**config.mk**
```make
export PLATFORM = sky130hd
export DESIGN_NAME = national_id_number_checker_top
export DESIGN_NICKNAME = d
export VERILOG_FILES = /design/src/hdl/nidc_pkg.sv /design/src/hdl/nidc_accum.sv /design/src/hdl/nidc_judge.sv /design/src/hdl/national_id_number_checker_top.sv
export SDC_FILE = /design/constraint.sdc
export NUM_CORES = 1
export LEC_CHECK = 0
export BUFFER_PORTS_ARGS = -buffer_cell sky130_fd_sc_hd__buf_2
export CORE_ASPECT_RATIO = 1.5
export CORE_MARGIN = 5
export CORE_UTILIZATION = 43
export CTS_CLUSTER_DIAMETER = 120
export DETAILED_ROUTE_END_ITERATION = 12
export PLACE_DENSITY = 0.71
export SLEW_MARGIN = 20
export SYNTH_ARGS = -nofsm -noshare
export SYNTH_HDL_FRONTEND = slang
export SYNTH_HIERARCHICAL = 1
export SYNTH_SLANG_ARGS = --single-unit
```
**constraint.sdc**
```tcl
create_clock -name clk_i -period 11.35 [get_ports clk_i]
set_clock_uncertainty 0.15 [all_clocks]
set_input_delay 1.7025 -clock clk_i [delete_from_list [all_inputs] [get_ports clk_i]]
set_output_delay 1.7025 -clock clk_i [all_outputs]
set_load 0.01 [all_outputs]
```
**src/hdl/nidc_pkg.sv**
```systemverilog
`timescale 1ns / 1ps

package nidc_pkg;

  localparam int unsigned CharW   = 16;
  localparam int unsigned PosW    = 5;
  localparam int unsigned YearW   = 14;
  localparam int unsigned FieldW  = 7;
  localparam int unsigned SumW    = 4;

  localparam logic [PosW-1:0] IdLen  = 5'd18;
  localparam logic [PosW-1:0] PosSat = 5'd19;
  localparam logic [PosW-1:0] CheckPos = 5'd17;

  localparam logic [PosW-1:0] YearFirst  = 5'd6;
  localparam logic [PosW-1:0] YearLast   = 5'd9;
  localparam logic [PosW-1:0] MonthFirst = 5'd10;
  localparam logic [PosW-1:0] MonthLast  = 5'd11;
  localparam logic [PosW-1:0] DayFirst   = 5'd12;
  localparam logic [PosW-1:0] DayLast    = 5'd13;

  localparam logic [YearW-1:0]  YearMin  = 14'd1900;
  localparam logic [YearW-1:0]  YearMax  = 14'd2100;
  localparam logic [FieldW-1:0] MonthMax = 7'd12;
  localparam logic [FieldW-1:0] DayMax   = 7'd31;

  localparam logic [CharW-1:0] ChZero   = 16'h0030;
  localparam logic [CharW-1:0] ChNine   = 16'h0039;
  localparam logic [CharW-1:0] ChUpperX = 16'h0058;
  localparam logic [CharW-1:0] ChLowerX = 16'h0078;

  typedef enum logic [1:0] {
    STATUS_VALID   = 2'd0,
    STATUS_FORMAT  = 2'd1,
    STATUS_CONTENT = 2'd2
  } status_e;

  typedef struct packed {
    logic [PosW-1:0]   position;
    logic              chars_ok;
    logic [YearW-1:0]  year_value;
    logic              year_stopped;
    logic [FieldW-1:0] month_value;
    logic              month_stopped;
    logic [FieldW-1:0] day_value;
    logic              day_stopped;
    logic [SumW-1:0]   sum_mod;
    logic [CharW-1:0]  check_char;
  } nidc_state_t;

  localparam nidc_state_t StateRst = '{
    position:      '0,
    chars_ok:      1'b1,
    year_value:    '0,
    year_stopped:  1'b0,
    month_value:   '0,
    month_stopped: 1'b0,
    day_value:     '0,
    day_stopped:   1'b0,
    sum_mod:       '0,
    check_char:    '0
  };

  function automatic logic [3:0] weight_of(input logic [PosW-1:0] pos);
    logic [3:0] w;
    case (pos)
      5'd0, 5'd10:  w = 4'd7;
      5'd1, 5'd11:  w = 4'd9;
      5'd2, 5'd12:  w = 4'd10;
      5'd3, 5'd13:  w = 4'd5;
      5'd4, 5'd14:  w = 4'd8;
      5'd5, 5'd15:  w = 4'd4;
      5'd6, 5'd16:  w = 4'd2;
      5'd7:         w = 4'd1;
      5'd8:         w = 4'd6;
      5'd9:         w = 4'd3;
      default:      w = 4'd0;
    endcase
    return w;
  endfunction

  // valid for x below 176
  function automatic logic [SumW-1:0] mod11(input logic [6:0] x);
    logic [6:0] r;
    r = x;
    if (r >= 7'd88) r = r - 7'd88;
    if (r >= 7'd44) r = r - 7'd44;
    if (r >= 7'd22) r = r - 7'd22;
    if (r >= 7'd11) r = r - 7'd11;
    return r[SumW-1:0];
  endfunction

  function automatic logic [CharW-1:0] expected_char(input logic [SumW-1:0] s);
    logic [CharW-1:0] c;
    case (s)
      4'd0:    c = 16'h0031;
      4'd1:    c = 16'h0030;
      4'd2:    c = ChUpperX;
      4'd3:    c = 16'h0039;
      4'd4:    c = 16'h0038;
      4'd5:    c = 16'h0037;
      4'd6:    c = 16'h0036;
      4'd7:    c = 16'h0035;
      4'd8:    c = 16'h0034;
      4'd9:    c = 16'h0033;
      4'd10:   c = 16'h0032;
      default: c = 16'h0031;
    endcase
    return c;
  endfunction

endpackage

```
**src/hdl/nidc_accum.sv**
```systemverilog
`timescale 1ns / 1ps

module nidc_accum import nidc_pkg::*; (
  input  logic             clk_i,
  input  logic             rst_ni,
  input  logic             step_i,
  input  logic [CharW-1:0] char_i,
  input  logic             last_i,
  output nidc_state_t      state_d_o,
  output nidc_state_t      state_q_o
);

  nidc_state_t state_q, state_d;
  logic        is_digit, is_x;
  logic [3:0]  digit;
  logic [6:0]  sum_raw;
  logic [YearW+3:0]  year_mul;
  logic [FieldW+3:0] month_mul, day_mul;
  logic [PosW-1:0]   pos;

  assign pos      = state_q.position;
  assign is_digit = (char_i >= ChZero) && (char_i <= ChNine);
  assign is_x     = (char_i == ChUpperX) || (char_i == ChLowerX);
  assign digit    = is_digit ? char_i[3:0] : 4'd0;
  assign sum_raw  = {3'b0, state_q.sum_mod} + {3'b0, digit} * {3'b0, weight_of(pos)};
  assign year_mul  = {4'b0, state_q.year_value} * (YearW+4)'(10) + (YearW+4)'(digit);
  assign month_mul = {4'b0, state_q.month_value} * (FieldW+4)'(10) + (FieldW+4)'(digit);
  assign day_mul   = {4'b0, state_q.day_value} * (FieldW+4)'(10) + (FieldW+4)'(digit);

  always_comb begin
    state_d = state_q;
    if (!is_digit && !is_x) begin
      state_d.chars_ok = 1'b0;
    end
    if (pos < IdLen) begin
      if (pos < CheckPos) begin
        state_d.sum_mod = mod11(sum_raw);
      end else begin
        state_d.check_char = char_i;
      end
      if (pos >= YearFirst && pos <= YearLast) begin
        if (!state_q.year_stopped) begin
          if (is_digit) state_d.year_value = year_mul[YearW-1:0];
          else          state_d.year_stopped = 1'b1;
        end
      end else if (pos >= MonthFirst && pos <= MonthLast) begin
        if (!state_q.month_stopped) begin
          if (is_digit) state_d.month_value = month_mul[FieldW-1:0];
          else          state_d.month_stopped = 1'b1;
        end
      end else if (pos >= DayFirst && pos <= DayLast) begin
        if (!state_q.day_stopped) begin
          if (is_digit) state_d.day_value = day_mul[FieldW-1:0];
          else          state_d.day_stopped = 1'b1;
        end
      end
    end
    if (pos < PosSat) begin
      state_d.position = pos + 5'd1;
    end
  end

  always_ff @(posedge clk_i or negedge rst_ni) begin
    if (!rst_ni) begin
      state_q <= StateRst;
    end else if (step_i) begin
      state_q <= last_i ? StateRst : state_d;
    end
  end

  assign state_d_o = state_d;
  assign state_q_o = state_q;

endmodule

```
**src/hdl/nidc_judge.sv**
```systemverilog
`timescale 1ns / 1ps

module nidc_judge import nidc_pkg::*; (
  input  nidc_state_t state_i,
  output status_e     status_o
);

  logic [CharW-1:0] expect_c;
  logic             date_ok, check_ok;

  assign expect_c = expected_char(state_i.sum_mod);
  assign date_ok  = (state_i.year_value >= YearMin) && (state_i.year_value <= YearMax)
                 && (state_i.month_value != '0) && (state_i.month_value <= MonthMax)
                 && (state_i.day_value != '0) && (state_i.day_value <= DayMax);
  assign check_ok = (state_i.check_char == expect_c)
                 || ((expect_c == ChUpperX) && (state_i.check_char == ChLowerX));

  always_comb begin
    if (!state_i.chars_ok || state_i.position != IdLen) begin
      status_o = STATUS_FORMAT;
    end else if (date_ok && check_ok) begin
      status_o = STATUS_VALID;
    end else begin
      status_o = STATUS_CONTENT;
    end
  end

endmodule

```
**src/hdl/national_id_number_checker_top.sv**
```systemverilog
`timescale 1ns / 1ps

// checks 18-character identity numbers streamed one utf-16 code unit per request, tlast on
// the final unit; one character is taken every cycle, save a last one behind an untaken
// status; each number yields one status request via the input register, then a result
// register behind the weighted mod-11 sum and date checks; status 0 valid, 1 bad character
// or length not 18, 2 date or check character wrong; the next number may follow at once
module national_id_number_checker_top import nidc_pkg::*; (
  input  logic        clk_i,
  input  logic        rst_ni,
  input  logic        s_axis_tvalid_i,
  output logic        s_axis_tready_o,
  input  logic [15:0] s_axis_tdata_i,   // [15:0] char_code
  input  logic        s_axis_tlast_i,
  output logic        m_axis_tvalid_o,
  input  logic        m_axis_tready_i,
  output logic [7:0]  m_axis_tdata_o    // [1:0] status, [7:2] zero
);

  logic             in_vld_q;
  logic [CharW-1:0] in_char_q;
  logic             in_last_q;
  logic             out_vld_q;
  status_e          out_status_q;
  logic             adv;
  logic             in_take;
  nidc_state_t      state_d, state_q;
  status_e          status;

  assign adv = in_vld_q && (!in_last_q || !out_vld_q || m_axis_tready_i);
  assign s_axis_tready_o = !in_vld_q || adv;
  assign in_take = s_axis_tvalid_i && s_axis_tready_o;

  always_ff @(posedge clk_i or negedge rst_ni) begin
    if (!rst_ni) begin
      in_vld_q <= 1'b0;
    end else if (s_axis_tready_o) begin
      in_vld_q <= s_axis_tvalid_i;
    end
  end

  always_ff @(posedge clk_i) begin
    if (in_take) begin
      in_char_q <= s_axis_tdata_i;
      in_last_q <= s_axis_tlast_i;
    end
  end

  nidc_accum u_accum (
    .clk_i     (clk_i),
    .rst_ni    (rst_ni),
    .step_i    (adv),
    .char_i    (in_char_q),
    .last_i    (in_last_q),
    .state_d_o (state_d),
    .state_q_o (state_q)
  );

  nidc_judge u_judge (
    .state_i  (state_d),
    .status_o (status)
  );

  always_ff @(posedge clk_i or negedge rst_ni) begin
    if (!rst_ni) begin
      out_vld_q <= 1'b0;
    end else if (adv && in_last_q) begin
      out_vld_q <= 1'b1;
    end else if (m_axis_tready_i) begin
      out_vld_q <= 1'b0;
    end
  end

  always_ff @(posedge clk_i) begin
    if (adv && in_last_q) begin
      out_status_q <= status;
    end
  end

  assign m_axis_tvalid_o = out_vld_q;
  assign m_axis_tdata_o  = {6'b0, out_status_q};

`ifndef SYNTHESIS
  a_pos_sat: assert property (@(posedge clk_i) disable iff (!rst_ni)
    state_q.position <= PosSat)
    else $error("position past saturation");

  a_clear_after_last: assert property (@(posedge clk_i) disable iff (!rst_ni)
    adv && in_last_q |=> state_q.position == '0 && state_q.chars_ok)
    else $error("state not cleared after last character");

  a_no_overwrite: assert property (@(posedge clk_i) disable iff (!rst_ni)
    out_vld_q && !m_axis_tready_i |-> !(adv && in_last_q))
    else $error("pending status overwritten");

  a_status_code: assert property (@(posedge clk_i) disable iff (!rst_ni)
    out_vld_q |-> out_status_q == STATUS_VALID || out_status_q == STATUS_FORMAT
                  || out_status_q == STATUS_CONTENT)
    else $error("status code out of range");
`endif

endmodule

```
==> results of run 1 <==
==> how the worst min path moves through the flow <==
stage	start	end	cells past startpoint
2_1_floorplan	u_accum/state_q_o[11]$_DFFE_PN0P_	u_accum/state_q_o[11]$_DFFE_PN0P_	1
3_3_place_gp	u_accum/state_q_o[0]$_DFFE_PN0P_	u_accum/state_q_o[0]$_DFFE_PN0P_	1
3_5_place_dp	u_accum/state_q_o[2]$_DFFE_PN0P_	u_accum/state_q_o[2]$_DFFE_PN0P_	1
4_1_cts	u_accum/state_q_o[2]$_DFFE_PN0P_	u_accum/state_q_o[2]$_DFFE_PN0P_	1
5_1_grt	u_accum/state_q_o[50]$_DFFE_PN0P_	u_accum/state_q_o[50]$_DFFE_PN0P_	1
6_report	u_accum/state_q_o[2]$_DFFE_PN0P_	u_accum/state_q_o[2]$_DFFE_PN0P_	1
==> kinds of logic (layout without fill, tap and decap cells) <==
logic type,count (synthesis),after routing
AND/OR/NAND/NOR,191,191
AO/OA/AOI/OAI,186,186
flip-flops,78,78
adder cells (fa/ha/maj),74,74
buffers and inverters,70,85
XOR/XNOR,47,47
multiplexers,34,34
other,1,6
==> state kept, by name (all words and copies together) (netlist names) <==
| signal | count |
|---|---|
| m_axis_tvalid_o | 1 |
| u_accum/pos | 5 |
| in_char_q | 16 |
| out_status_q | 2 |
| in_vld_q | 1 |
| in_last_q | 1 |
| u_accum/state_q_o | 52 |
==> stage by stage <==
stage | cell area [um^2] | utilization [%] | hold slack, ns | worst slack, ns | cells
finish | 7140 | 47.4 | 0.355 | 1.56 | 900
global route | 7140 | 47.4 | 0.373 | 0.840 | 900
CTS | 7140 | 47.4 | 0.355 | 1.60 | 900
detailed placement | 6850 | 45.5 | 0.337 | 1.66 | 884
global placement | 6850 | 45.5 | 0.334 | 1.89 | 884
floorplan | 6590 | - | 0.319 | 2.62 | 686
==> cell type report <==
| class | count | share of cell area, % |
|---|---|---|
| tap | 199 | 3.49 |
| sequential | 78 | 28.7 |
| clock inverter | 7 | 0.928 |
| multi-input combinational | 538 | 59.5 |
| clock buffer | 9 | 3.15 |
| timing repair buffer | 28 | 2.10 |
| inverter | 41 | 2.19 |
==> layout by cell type, fill, tap and decap left out, types with 19 or more instances in the layout <==
cell type,synthesis,layout
nand2_1,55,55
buf_2,2,24
edfxtp_1,19,19
mux2_2,27,27
nor2_1,43,42
a21oi_1,30,30
dfrtp_1,58,58
ha_1,62,62
a22o_1,50,50
inv_1,39,39
o21ai_0,43,43
xnor2_1,32,32
==> Yosys cell counts, drive strengths merged (6+ instances only) <==
cell type / n / area share [%]
nor3: 13 / 0.99
nor4: 6 / 0.57
buf: 11 / 1.2
ha: 62 / 12
clkbuf: 18 / 1.0
inv: 41 / 2.4
nand2: 55 / 3.1
mux2: 28 / 4.9
xnor2: 32 / 4.3
nand2b: 7 / 0.67
a21boi: 6 / 0.69
nor2: 43 / 2.5
o21ai: 46 / 3.5
a21o: 7 / 0.80
a22o: 50 / 6.7
nand3: 15 / 1.2
a21oi: 32 / 2.5
nor2b: 9 / 0.97
nor3b: 7 / 0.80
a211oi: 8 / 1.2
dfrtp: 58 / 22
edfxtp: 19 / 8.7
xor2: 13 / 1.8
fa: 12 / 3.7
==> worst max-delay path: cells and delay by family (launching register included) <==
| family | cells | cell delay [ns] |
|---|---|---|
| AOI/OAI and AO/OA | 11 | 2.07 |
| xor gates and xnor gates | 3 | 0.61 |
| adders and majority gates | 8 | 3.04 |
| buffers and inverters | 5 | 0.42 |
| DFF | 1 | 0.56 |
| muxes | 2 | 0.78 |
| and+or+nand+nor | 10 | 1.86 |
==> report_power, final <==
group	internal (mW)	switching (mW)	leakage (nW)	total [mW]
clock	0.153	0.127	0.136	0.279
sequential	0.296	0.0105	0.996	0.306
combinational	0.0222	0.0428	2.13	0.0650
total	0.471	0.180	3.27	0.650
==> layer usage <==
| layer | GRT usage, % | share of wire (%) |
|---|---|---|
| met1 | 18.6 | 42 |
| met2 | 30.2 | 53 |
| met3 | 1.50 | 2.5 |
| met4 | 6.16 | 2.5 |
| met5 | 0 | 0 |
==> impl_metrics.csv, run 1 <==
group,metric,value,unit
layout,area_growth,8.64,%
layout,fill_cells,1439,
setup_path,max_stage_delay,0.56,ns
yosys,synth_cell_type_count,79,
yosys,netlist_area,0.00658,mm^2
setup_path,cp_data_arrival_time,9.71,ns
route,vias_per_cell,5.73,
placed_design,place_congestion,0.846,
yosys,ys_seq_area_share,31.2,%
floorplan,ios,31,
yosys,syn_area_per_cell,9.66,um^2
floorplan,coreArea,0.0151,mm^2
yosys,synthFlopType,"dfrtp_1",
floorplan,rows,55,
cts,cts_setup_buffers,0,
yosys,yosys-mux-area-fraction,5.96,%
yosys,synth_edf_count,19,
timing,clock.fmax,102,MHz
global_route,grt_pass1_vias,5286,
timing,setup_viol,0,
route,drt-total-wl,14.2,mm
yosys,async_reset_ff_share,75.6,%
route,avgRoutedWirePerCell,15.7,um
pwr,powerDensity,91.1,mW/mm^2
cts,hold_buffers,0,
timing,min_period,9.79,ns
setup_path,startpoint,"u_accum/pos[0]$_DFFE_PN0P_",
setup_path,required,11.27,ns
setup_path,cp_slowest_cell,"dfrtp_1",
global_route,track_usage,16.0,%
timing,fin_crit_sh,86.2,%
cts,cts_sinks,78,
layout,fin_nets,791,
route,num_vias,5153,
yosys,synthAdderAreaFrac,15.5,%
pwr,p_leak,3.27,nW
floorplan,die_h,161,um
cts,clockBufferDepth,2,
setup_path,crit_end,"out_status_q[1]$_DFFE_PP_",
route,detail-route-antenna-nets,0,
timing,fin_setup_tns,0,ns
yosys,syn_inst,681,
floorplan,die_w,111,um
timing,hold_violations,0,
yosys,synth-xor-area-share,6.83,%
placed_design,port_buffers,24,
setup_path,reg2reg_setup_slack,1.56,ns
setup_path,worstPathMaxFanout,10,
min_path,worstHoldPathType,"flop to flop",
placed_design,dpl.hpwl,10.5,mm
cts,htreeDepth,3,
yosys,synth_top_family_by_area,"compound AO/OA/AOI/OAI gates",
route,drc,0,
status,status,"finished, final reports clean",
timing,rsz0062_at_grt,"false",
layout,diodes,0,
pwr,ir_worst_vdd,0.0970,mV
timing,finalMaxSlewViolations,0,
pwr,totalPowerFinal,0.650,mW
setup_path,r2r_start,"u_accum/pos[0]$_DFFE_PN0P_",
route,dr.pass1.iters,5,
timing,relSlewSlack,31.7,%
timing,worstMarginPinSlew,1.02,ns
cts,clk_pin_slew,0.06,ns
flow_run,max_cap_violations,0,
setup_path,rr_endpoint,"out_status_q[1]$_DFFE_PP_",
yosys,synth_compound_area_share,20.5,%
cts,cts_resized,0,
cts,cts-root-buf,"clkbuf_16",
setup_path,cpMostUsedCell,"ha_1",
setup_path,path_class,"flop to flop",
yosys,yosysWarnings,6,
cts,worstSkewPairLatency,0.34,ns
floorplan,start_util,43.6,%
yosys,synth_simple_gate_area_share,15.4,%
setup_path,worstRegToRegCells,39,
cts,cts_tree,"built",
route,drt_iter0_markers,281,
layout,regArea,0.00205,mm^2
setup_path,start_kind,"flop",
global_route,grt_antenna_before_repair,0,
layout,multi_input_area,0.00425,mm^2
global_route,grt_pass1_wl,24.2,mm
yosys,ys_ff_latch,78,
global_route,grt-ovfl-total,0,
setup_path,cp-end-kind,"flop",
floorplan,dieArea,0.0179,mm^2
cts,numCtsBuffers,9,
global_route,grt_max_degree,60,
layout,drive_above_1_share,13.7,%
Power figures use the tool's default switching activity.
==> run 2: changes to the inputs <==
- CORE_UTILIZATION: 43 -> 51
- PLACE_DENSITY: 0.71 -> 0.8
==> run 2 against run 1 <==
Compared with the run above: global-route usage is 4.2 points higher; sequential share of layout area is 0.28 points higher; largest cell class unchanged; clock-buffer cell count is 3 higher; final cell count is 5.0% lower; routed wire length is 4.2% higher; core utilization is 8.9 points higher; largest power group unchanged; final area is 0.98% lower; clock power hardly changed; flip-flop and latch count stayed put; critical path depth is 2 higher; first-iteration DRC count is 18% higher.
==> impl_metrics.csv, run 2 (same netlist as run 1, synthesis figures left out) <==
group,metric,value,unit
pwr,powerDensity,91.9,mW/mm^2
route,detail-route-antenna-nets,0,
route,drc,0,
setup_path,cp-end-kind,"flop",
route,num_vias,5234,
global_route,grt_use_met2,36.5,%
setup_path,cp_data_arrival_time,9.76,ns
global_route,grt_max_degree,60,
cts,cts_setup_buffers,0,
timing,hold_violations,0,
placed_design,placed_cells,840,
setup_path,path_class,"flop to flop",
setup_path,cp_slowest_cell,"dfrtp_1",
route,drt_iter0_markers,332,
global_route,track_usage,20.2,%
cts,cts_tree,"built",
cts,hold_buffers,0,
layout,regArea,0.00205,mm^2
route,avgRoutedWirePerCell,17.3,um
cts,worstSkewPairLatency,0.34,ns
placed_design,dpl.hpwl,11.0,mm
setup_path,start_kind,"flop",
setup_path,worstPathMaxFanout,10,
global_route,grt_pass1_vias,5299,
floorplan,rows,50,
timing,fin_crit_sh,86.6,%
status,status,"finished, final reports clean",
setup_path,required,11.28,ns
global_route,grt-busiest-layer,"met2",
global_route,grt_pass1_wl,24.9,mm
layout,largest_reg_flops,52,
floorplan,dieArea,0.0153,mm^2
timing,fin_setup_tns,0,ns
timing,rsz0062_at_grt,"false",
floorplan,die_w,103,um
placed_design,port_buffers,24,
cts,cts_sinks,78,
timing,setup_viol,0,
cts,clockBufferDepth,2,
timing,clock.fmax,102,MHz
layout,stdcell_count,855,
global_route,use_met3,2.67,%
layout,final_common_cell,"ha_1",
floorplan,die_h,149,um
layout,final_cell_mix,"62 x ha_1, 58 x dfrtp_1, 55 x nand2_1, 50 x a22o_1, 43 x o21ai_0",
min_path,worstHoldPathType,"flop to flop",
layout,fin_nets,790,
route,dr.pass1.iters,4,
floorplan,coreArea,0.0126,mm^2
cts,numCtsBuffers,9,
setup_path,cpMostUsedCell,"ha_1",
floorplan,start_util,52.3,%
layout,diodes,0,
cts,htreeDepth,3,
cts,cts_resized,0,
route,vias_per_cell,6.12,
timing,finalMaxSlewViolations,0,
timing,timing.hold.ws,0.352,ns
global_route,grt_antenna_before_repair,0,
layout,area_growth,7.57,%
route,drt-total-wl,14.8,mm
layout,fill_cells,1083,
setup_path,max_stage_delay,0.55,ns
flow_run,max_cap_violations,0,
global_route,grt-ovfl-total,0,
cts,cts-root-buf,"clkbuf_16",
global_route,grt_use_met1,24.2,%
pwr,p_leak,3.26,nW
timing,relSlewSlack,30.6,%
timing,min_period,9.83,ns
layout,multi_input_area,0.00425,mm^2
layout,drive_above_1_share,13.0,%
floorplan,ios,31,
pwr,ir_worst_vdd,0.0894,mV
placed_design,place_congestion,0.855,
timing,worstMarginPinSlew,1.04,ns
cts,clk_pin_slew,0.06,ns
==> run 2: final cells by class <==
cell class	count	share of cell area (%)
multi-input cells	538	60.1
flip-flops and latches	78	29.0
clock buffers	12	3.34
well taps	156	2.76
inverters	41	2.21
repair buffers	27	2.02
clock inverters	3	0.655
==> run 2: worst paths after layout <==
check	start	endpoint	slack, ns	cells after the start
max in group asynchronous	rst_ni	u_accum/state_q_o[19]$_DFFE_PN0P_	9.15	2
max	u_accum/pos[0]$_DFFE_PN0P_	out_status_q[1]$_DFFE_PP_	1.52	41
min	u_accum/state_q_o[8]$_DFFE_PN0P_	u_accum/state_q_o[8]$_DFFE_PN0P_	0.35	1
max reg2reg	u_accum/pos[0]$_DFFE_PN0P_	out_status_q[1]$_DFFE_PP_	1.52	41
min in group asynchronous	rst_ni	u_accum/state_q_o[47]$_DFFE_PN0P_	1.37	2
min reg2reg	u_accum/state_q_o[8]$_DFFE_PN0P_	u_accum/state_q_o[8]$_DFFE_PN0P_	0.35	1
==> run 2: metal layers <==
| layer | wire length (um) | vias to the layer above | share of wire [%] |
|---|---|---|---|
| met5 | 0 | - | 0 |
| met4 | 359 | 0 | 2.4 |
| met3 | 472 | 32 | 3.2 |
| met2 | 7880 | 126 | 53 |
| li1 | - | 2507 | - |
| met1 | 6040 | 2569 | 41 |
==> run 2: report_power, final <==
group | switching [mW] | internal [mW] | leakage [nW]
clock network | 0.108 | 0.170 | 0.133
logic | 0.0431 | 0.0222 | 2.13
registers | 0.0109 | 0.296 | 0.996
total | 0.162 | 0.488 | 3.26
==> run 2: worst max-delay path: cells and delay by family, from the launching register on <==
kind / cells / cell delay [ns]
muxes: 4 / 1.16
DFF: 1 / 0.55
adders and majority gates: 9 / 3.34
and+or+nand+nor: 10 / 1.68
AOI/OAI and AO/OA: 12 / 1.99
buffers and inverters: 5 / 0.40
xor gates and xnor gates: 1 / 0.28
==> run 2: through the flow <==
stage | setup WS, ns | total power, mW | instance area, um^2 | util [%]
floorplan | 2.62 | 0.355 | 6590 | -
finish | 1.52 | 0.650 | 7070 | 56.2
CTS | 1.61 | 0.653 | 7070 | 56.2
detailed placement | 1.66 | 0.376 | 6790 | 54.0
global placement | 2.04 | 0.374 | 6790 | 54.0
global route | 0.690 | 0.678 | 7070 | 56.2
==> run 3: changes to the inputs <==
- CAP_MARGIN: default -> 10
- PLACE_DENSITY: 0.8 -> 0.83
- clock period: 11.35 -> 8.9 ns (I/O delays scaled with it)
==> run 3 against run 2 <==
Compared with the run above: flip-flop and latch count is the same; register-to-register slack lost 1.3 ns; worst setup slack lost 1.3 ns; global-route usage grew 0.57 points; maximum frequency grew 14%; die area is the same; core utilization grew 3.5 points; sequential power grew 26%; final cell count grew 3.2%; first-iteration DRC count shrank 12%; total power grew 35%; critical endpoint unchanged; highest routed layer unchanged.
==> impl_metrics.csv, run 3 (same netlist as run 1, synthesis figures left out) <==
group,metric,value,unit
timing,worstMarginPinSlew,1.03,ns
setup_path,critPathBufInv,5,
layout,finish.utilization,59.7,%
placed_design,dp_slack,-0.246,ns
min_path,min_path_cells,1,
floorplan,dieArea,0.0153,mm^2
cts,clk_pin_slew,0.06,ns
setup_path,r2r_start,"u_accum/pos[1]$_DFFE_PN0P_",
layout,final_common_cell,"dfrtp_1",
global_route,grt_pass1_wl,25.8,mm
setup_path,start_kind,"flop",
floorplan,ios,31,
cts,cts-root-buf,"clkbuf_16",
route,dr.pass1.iters,5,
setup_path,cp_data_arrival_time,8.57,ns
timing,setup_viol,0,
timing,finalMaxSlewViolations,0,
timing,min_period,8.64,ns
pwr,ir_worst_vdd,0.132,mV
global_route,grt_antenna_before_repair,0,
route,avgRoutedWirePerCell,17.7,um
setup_path,worstPathMaxFanout,6,
floorplan,die_w,103,um
layout,area_growth,14.3,%
pwr,p_leak,3.43,nW
setup_path,cp_slowest_cell,"fa_1",
timing,setup_ws,0.262,ns
setup_path,reg2reg_setup_slack,0.26,ns
timing,timing.hold.ws,0.355,ns
cts,cts_sinks,78,
timing,relSlewSlack,31.1,%
placed_design,dpl.hpwl,11.4,mm
cts,numCtsBuffers,9,
pwr,powerDensity,117,mW/mm^2
global_route,grt-ovfl-total,0,
layout,final_cell_mix,"58 x dfrtp_1, 56 x ha_1, 55 x nand2_1, 50 x a22o_1, 39 x nor2_1",
min_path,worstHoldPathType,"flop to flop",
setup_path,rr_endpoint,"out_status_q[1]$_DFFE_PP_",
setup_path,path_class,"flop to flop",
cts,worstSkewPairLatency,0.35,ns
setup_path,max_stage_delay,0.53,ns
route,drc,0,
timing,fin_setup_tns,0,ns
setup_path,crit_family,"adder cells",
setup_path,worstRegToRegCells,38,
global_route,grt_max_degree,60,
floorplan,rows,50,
status,status,"finished, final reports clean",
layout,fin_nets,816,
route,num_vias,5395,
timing,hold_violations,0,
route,drt_iter0_markers,292,
global_route,track_usage,20.8,%
layout,largest_reg_flops,52,
min_path,min-delay-start,"u_accum/state_q_o[10]$_DFFE_PN0P_",
setup_path,cp-end-kind,"flop",
floorplan,die_h,149,um
setup_path,required,8.83,ns
layout,diodes,0,
timing,fin_crit_sh,97.1,%
route,vias_per_cell,6.12,
floorplan,start_util,52.3,%
placed_design,port_buffers,24,
min_path,hold_path_end,"u_accum/state_q_o[10]$_DFFE_PN0P_",
floorplan,coreArea,0.0126,mm^2
cts,cts_tree,"built",
cts,hold_buffers,0,
timing,clock.fmax,116,MHz
cts,htreeDepth,3,
cts,clockBufferDepth,2,
flow_run,max_cap_violations,0,
placed_design,place_congestion,0.852,
route,detail-route-antenna-nets,0,
layout,drive_above_1_share,20.9,%
route,drt-total-wl,15.6,mm
global_route,grt_pass1_vias,5564,
==> run 3: cell types whose count changed in the layout (fill, tap and decap cells not counted), sizes merged <==
cell      previous run  this run
buf                 27        53
inv                 41        46
clkbuf              12         9
clkinvlp             1         0
==> run 3: per-stage QoR <==
stage	total power, mW	cell area, um^2	instances
finish	0.876	7510	882
global route	0.911	7510	882
CTS	0.874	7300	877
detailed placement	0.487	6960	860
global placement	0.482	6930	859
floorplan	0.453	6590	686
==> run 3: area by class of cell <==
class	count	area [um^2]
flip-flops and latches	78	2050
clock inverters	7	85.1
clock buffers	9	225
repair buffers	53	358
well taps	156	195
fillers	1006	5060
multi-input cells	538	4440
inverters	41	156
==> run 3: what timing repair did <==
item,4_1_cts,5_1_grt
resized for setup,5,38
setup buffers,1,5
pin swaps,0,5
endpoints found under the setup margin,1,1
==> run 3: layer usage <==
metal	routed length [um]	global-route usage [%]
met1	6230	24.1
met2	8490	37.9
met3	474	2.71
met4	427	7.75
met5	0	0
==> run 3: power by group <==
part	internal [mW]	leakage (nW)	switching, mW	total [mW]
registers	0.377	0.996	0.00993	0.387
clock network	0.224	0.153	0.163	0.386
logic	0.0391	2.28	0.0635	0.103
total	0.640	3.43	0.236	0.876
==> run 3: how the worst max path moves through the flow <==
stage                          startpoint                         to  slack [ns]  cells past startpoint
5_1_grt        u_accum/pos[1]$_DFFE_PN0P_  out_status_q[1]$_DFFE_PP_       -0.12                     41
2_1_floorplan  u_accum/pos[0]$_DFFE_PN0P_  out_status_q[1]$_DFFE_PP_        0.17                     41
4_1_cts        u_accum/pos[1]$_DFFE_PN0P_  out_status_q[1]$_DFFE_PP_       0.006                     38
3_3_place_gp   u_accum/pos[1]$_DFFE_PN0P_  out_status_q[1]$_DFFE_PP_       0.001                     36
3_5_place_dp   u_accum/pos[1]$_DFFE_PN0P_  out_status_q[1]$_DFFE_PP_       -0.25                     36
6_report       u_accum/pos[1]$_DFFE_PN0P_  out_status_q[1]$_DFFE_PP_        0.26                     38
